===== src/rtl/twb_pkg.sv =====
package twb_pkg;

    // Defaults for the top-level parameters.
    localparam int DEF_BUCKET_DEPTH = 16;
    localparam int DEF_ID_WIDTH     = 16;
    localparam int DEF_TICK_WIDTH   = 48;

    // Fixed widths of the transaction fields.
    localparam int OPCODE_W   = 2;
    localparam int ID_FIELD_W = 16;
    localparam int ROUNDS_W   = 16;
    localparam int TICK_FIELD_W = 48;
    localparam int KIND_W     = 3;

    typedef enum logic [OPCODE_W-1:0] {
        OP_ADD    = 2'd0,
        OP_REMOVE = 2'd1,
        OP_EXPIRE = 2'd2,
        OP_CLEAR  = 2'd3
    } t_opcode;

    typedef enum logic [KIND_W-1:0] {
        KIND_ADDED     = 3'd0,
        KIND_FULL      = 3'd1,
        KIND_DUPLICATE = 3'd2,
        KIND_REMOVED   = 3'd3,
        KIND_NOT_FOUND = 3'd4,
        KIND_EXPIRED   = 3'd5,
        KIND_MISPLACED = 3'd6,
        KIND_DRAINED   = 3'd7
    } t_kind;

    typedef enum logic [1:0] {
        ST_IDLE,
        ST_PASS,
        ST_FINISH
    } t_state;

    // Per-cycle command shared by every cell of the chain.
    typedef struct packed {
        logic shift;   // every cell takes its upper neighbour, the head leaves
        logic push;    // an entry joins just above the last valid cell
    } t_cell_ctrl;

endpackage


===== src/rtl/twb_cell.sv =====
module twb_cell
    import twb_pkg::*;
#(
    parameter int ID_WIDTH   = DEF_ID_WIDTH,
    parameter int TICK_WIDTH = DEF_TICK_WIDTH
) (
    input  logic                  i_clk,
    input  logic                  i_rst_n,
    input  t_cell_ctrl            i_ctrl,
    input  logic                  i_prev_valid,
    input  logic                  i_next_valid,
    input  logic [ID_WIDTH-1:0]   i_next_id,
    input  logic [ROUNDS_W-1:0]   i_next_rounds,
    input  logic [TICK_WIDTH-1:0] i_next_dl,
    input  logic [ID_WIDTH-1:0]   i_push_id,
    input  logic [ROUNDS_W-1:0]   i_push_rounds,
    input  logic [TICK_WIDTH-1:0] i_push_dl,
    output logic                  o_valid,
    output logic [ID_WIDTH-1:0]   o_id,
    output logic [ROUNDS_W-1:0]   o_rounds,
    output logic [TICK_WIDTH-1:0] o_dl
);

    logic                  r_valid, n_valid;
    logic [ID_WIDTH-1:0]   r_id, n_id;
    logic [ROUNDS_W-1:0]   r_rounds, n_rounds;
    logic [TICK_WIDTH-1:0] r_dl, n_dl;

    // A shift moves the list one cell towards the head. A push lands in the
    // first free cell, which after a shift is the old last valid cell.
    always_comb begin
        n_valid  = r_valid;
        n_id     = r_id;
        n_rounds = r_rounds;
        n_dl     = r_dl;
        if (i_ctrl.shift) begin
            n_valid  = i_next_valid;
            n_id     = i_next_id;
            n_rounds = i_next_rounds;
            n_dl     = i_next_dl;
            if (i_ctrl.push && r_valid && !i_next_valid) begin
                n_valid  = 1'b1;
                n_id     = i_push_id;
                n_rounds = i_push_rounds;
                n_dl     = i_push_dl;
            end
        end else if (i_ctrl.push && !r_valid && i_prev_valid) begin
            n_valid  = 1'b1;
            n_id     = i_push_id;
            n_rounds = i_push_rounds;
            n_dl     = i_push_dl;
        end
    end

    always_ff @(posedge i_clk) begin
        if (!i_rst_n) begin
            r_valid <= 1'b0;
        end else begin
            r_valid <= n_valid;
        end
    end

    always_ff @(posedge i_clk) begin
        r_id     <= n_id;
        r_rounds <= n_rounds;
        r_dl     <= n_dl;
    end

    assign o_valid  = r_valid;
    assign o_id     = r_id;
    assign o_rounds = r_rounds;
    assign o_dl     = r_dl;

endmodule


===== config.mk =====
export PLATFORM = sky130hd
export DESIGN_NAME = twb_cell
export DESIGN_NICKNAME = d
export VERILOG_FILES = /design/src/rtl/twb_pkg.sv /design/src/rtl/twb_cell.sv
export SDC_FILE = /design/constraint.sdc
export NUM_CORES = 1
export LEC_CHECK = 0
export ABC_AREA = 1
export BUFFER_PORTS_ARGS = -buffer_cell sky130_fd_sc_hd__buf_2
export CAP_MARGIN = 20
export CELL_PAD_IN_SITES_DETAIL_PLACEMENT = 2
export CELL_PAD_IN_SITES_GLOBAL_PLACEMENT = 2
export CORE_MARGIN = 3
export CORE_UTILIZATION = 23
export DETAILED_ROUTE_END_ITERATION = 12
export GPL_ROUTABILITY_DRIVEN = 0
export PLACE_DENSITY_LB_ADDON = 0.1
export SYNTH_ARGS = -nofsm -noshare
export SYNTH_HDL_FRONTEND = slang
export SYNTH_SLANG_ARGS = --single-unit

===== constraint.sdc =====
create_clock -name i_clk -period 4.7 [get_ports i_clk]
set_input_delay 0.94 -clock i_clk [delete_from_list [all_inputs] [get_ports i_clk]]
set_output_delay 0.94 -clock i_clk [all_outputs]
set_load 0.01 [all_outputs]

Word-level counts from Yosys, hierarchy flattened:

Index checks and enable logic that the tools add are counted.

* logic and storage cells: 23
* bits in registers: 81

* multiplexer cells: 12
* reduce and logical (&&, ||, !) cells: 7

Operator list (number)
* 48-bit two-way mux: 3
* 16-bit two-way mux: 6
* 1-bit logical AND: 4
* 1-bit two-way mux: 3
* 1-bit logical NOT: 2
* 2-bit nonzero test: 1

Longest topological paths before layout:

* depth after elaboration: 5
* mapped depth: 6
* mapped depth without buffers: 5

Worst setup path before layout:

Ideal clock, no wire load.

* kind: input-to-reg
* from: input port i_prev_valid
* to: register r_dl[0] (netlist: o_dl[0]), enable pin
* setup time: 0.442 ns
* data required time: 4.258 ns
* cell stages on the path: 2
* slack: 1.512 ns
* arrival time: 2.747 ns
* cells stage by stage: nand3_1 nand2_1

* cells in the longest elaborated chain, start to end: 2

RTL lines
* start, declared: line twb_cell.sv:10 `input logic i_prev_valid,`
* 1-bit logical AND: line twb_cell.sv:47 `end else if (i_ctrl.push && !r_valid && i_prev_valid) begin`
* 2-bit nonzero test (no line)
* end signal, assigned: line twb_cell.sv:66 `r_dl <= n_dl;`
* end, declared: line twb_cell.sv:27 `logic [TICK_WIDTH-1:0] r_dl, n_dl;`

Every way passes these cells.
A chain may end at the register's enable or synchronous reset.

Worst setup path in the final report:

* from: input port i_ctrl[0] in the netlist's numbering
* to: register r_rounds[5] (netlist: o_rounds[5]) (data pin)

* cells in the longest elaborated chain, start to end: 4

RTL lines
* start, declared: line twb_cell.sv:9 `input t_cell_ctrl i_ctrl,`
* 1-bit logical AND (2 in series): line twb_cell.sv:41 `if (i_ctrl.push && r_valid && !i_next_valid) begin`
* 16-bit two-way mux: line twb_cell.sv:41
* 16-bit two-way mux: line twb_cell.sv:36 `if (i_ctrl.shift) begin`
* via n_rounds[5]: line twb_cell.sv:26 `logic [ROUNDS_W-1:0] r_rounds, n_rounds;`
* end signal, assigned: line twb_cell.sv:65 `r_rounds <= n_rounds;`
* end, declared: line twb_cell.sv:26

The timed path passes the listed nets, and every way through them passes these cells.

==> out/metrics.cfg <==
[routing]
wl_per_cell_microns=15.9
drt_iter0_drc=101
ant_nets=0
first_pass_iters=4
top_layer=met5
totalWireLength_microns=12500
dr_wl_met2_microns=6320
met1_length_microns=4770
routed-wl-met3_microns=1160
vias=3342
drc=0
viasPerCell=4.27

[global_route]
grt_pass1_vias=3583
grt_pass1_wl_microns=18500
grt_antenna_before_repair=1
overflow=0
grt_usage_pct=14.7
grt_max_degree=58

[clock_network]
ctsResizeCount=0
clock-sinks=81
hold_buffers=0
cts_buffer_depth=2
clkLatencyLatePin_ns=0.33
cts_max_level=3
cts_tree=done
post_cts_buffers=0
cts_buffers=9
clkTransAtPathRegs_ns=0.06
clockRootBuffer=clkbuf_16

[worst_setup_path]
cp_max_fo=57
reg2regPathDepth=5
cp.required_ns=4.90
crit_arrival_ns=2.59
start_kind=input port
crit_path_end_kind=flip-flop
criticalPathCategory=input port to flip-flop

[timing]
finalMaxSlewViolations=0
holdWs_ns=0.527
tns_ns=0
clock.fmax_mhz=419
setup_viol=0
max-slew-margin-rel_pct=56.6
finalCritPeriodShare_pct=50.8
min_period_ns=2.39
finClkSkew_ns=0.00351
finalHoldViolations=0
layout_setup_ws_ns=2.31
rsz0062_at_grt=no
worst_slew_pin_slew_ns=0.649

[die]
start_util_pct=23.6
io_pins=247
rows=44
die_w_microns=129
die_h_microns=129
core_area_sq_um=14600
die_area_sq_um=16600

[cells_and_area]
final_util_pct=35.3
layout_commonest_cell=buf_2
layout_common_cells=buf_2, nand2_1, edfxtp_1
syn_to_final_growth_pct=49.6
nNetsFinal=762
diodes=0
drive_gt1_share_pct=43.9

[synth]
seq_area_frac_synth_pct=70.0
synth_cells=350
synth_area_sq_um=3460
ys_types=9
synth.net_count=516
avgSynthCellArea_sq_um=9.89
synth_warnings=0
yosys_register_bits=81

[pwr]
power_density_nw_per_um2=347
peakVddDrop_uv=134
leakage_nw=2.69

[place]
io_buffers=246
pre_cts_ws_ns=1.84
hpwl_microns=9700

[worst_hold_path]
hold_class=flip-flop to flip-flop
worstHoldPathCells=2

[status]
status=finished, final reports clean

[flow_run]
drv_cap=0

==> metrics by stage <==
step	cell area (sq um)	power, mW	cells
after floorplan	3460	1.04	350
after global placement	4880	1.20	767
after detailed placement	4910	1.22	768
after CTS	5160	1.84	782
after global routing	5180	1.90	783
final	5180	1.80	783
==> worst max-delay path, cell delays in order <==
cell,delay (ns)
buf_2,0.09
nand2_1,0.10
o21ai_4,0.54
buf_4,0.61
nand2_1,0.13
nand2_1,0.10
==> registers in the layout, summed over array words and instances, names as in the netlist <==
| register | count |
|---|---|
| o_dl | 48 |
| o_valid | 1 |
| o_rounds | 16 |
| o_id | 16 |
==> cell families after synthesis <==
family / Yosys count / share of synthesized area [%]
compound gates: 1 / 0.253
flops: 81 / 70.0
simple gates: 250 / 27.2
buf+inv: 18 / 2.53
==> final timing paths <==
check,startpoint,to,slack [ns]
min,o_valid$_SDFFE_PN0P_,o_valid$_SDFFE_PN0P_,0.53
min reg2reg,o_valid$_SDFFE_PN0P_,o_valid$_SDFFE_PN0P_,0.53
max reg2reg,o_valid$_SDFFE_PN0P_,o_rounds[5]$_DFFE_PP_,2.61
max,i_ctrl[0],o_rounds[5]$_DFFE_PP_,2.31
==> layout make-up <==
cell class	count	area, sq um
inverters	2	7.51
clock inverters	2	7.51
flip-flops and latches	81	2420
repair buffers	251	1300
clock buffers	12	236
fillers	1712	9470
well taps	184	230
multi-input cells	251	971
==> power breakdown <==
group / switching [mW] / total (mW) / internal, mW
combinational: 0.171 / 0.297 / 0.126
sequential: 0.0162 / 0.894 / 0.877
clock: 0.258 / 0.607 / 0.349
==> cell usage after synthesis <==
cell      count  area, sq um
nor2_1        4         15.0
nand2_1     244          916
nor2_2        1         6.26
inv_1         2         7.51
edfxtp_1     80         2400
o21ai_2       1         8.76
buf_2        16         80.1
nand3_1       1         5.00
dfxtp_1       1         20.0
==> layer usage <==
metal  track usage, %  up-vias
met2             25.6      142
met4             5.87        2
met3             5.81       15
met5                0        -
met1             15.9     1564
li1                 -     1619
No activity file was read; power rests on OpenSTA's default activity.
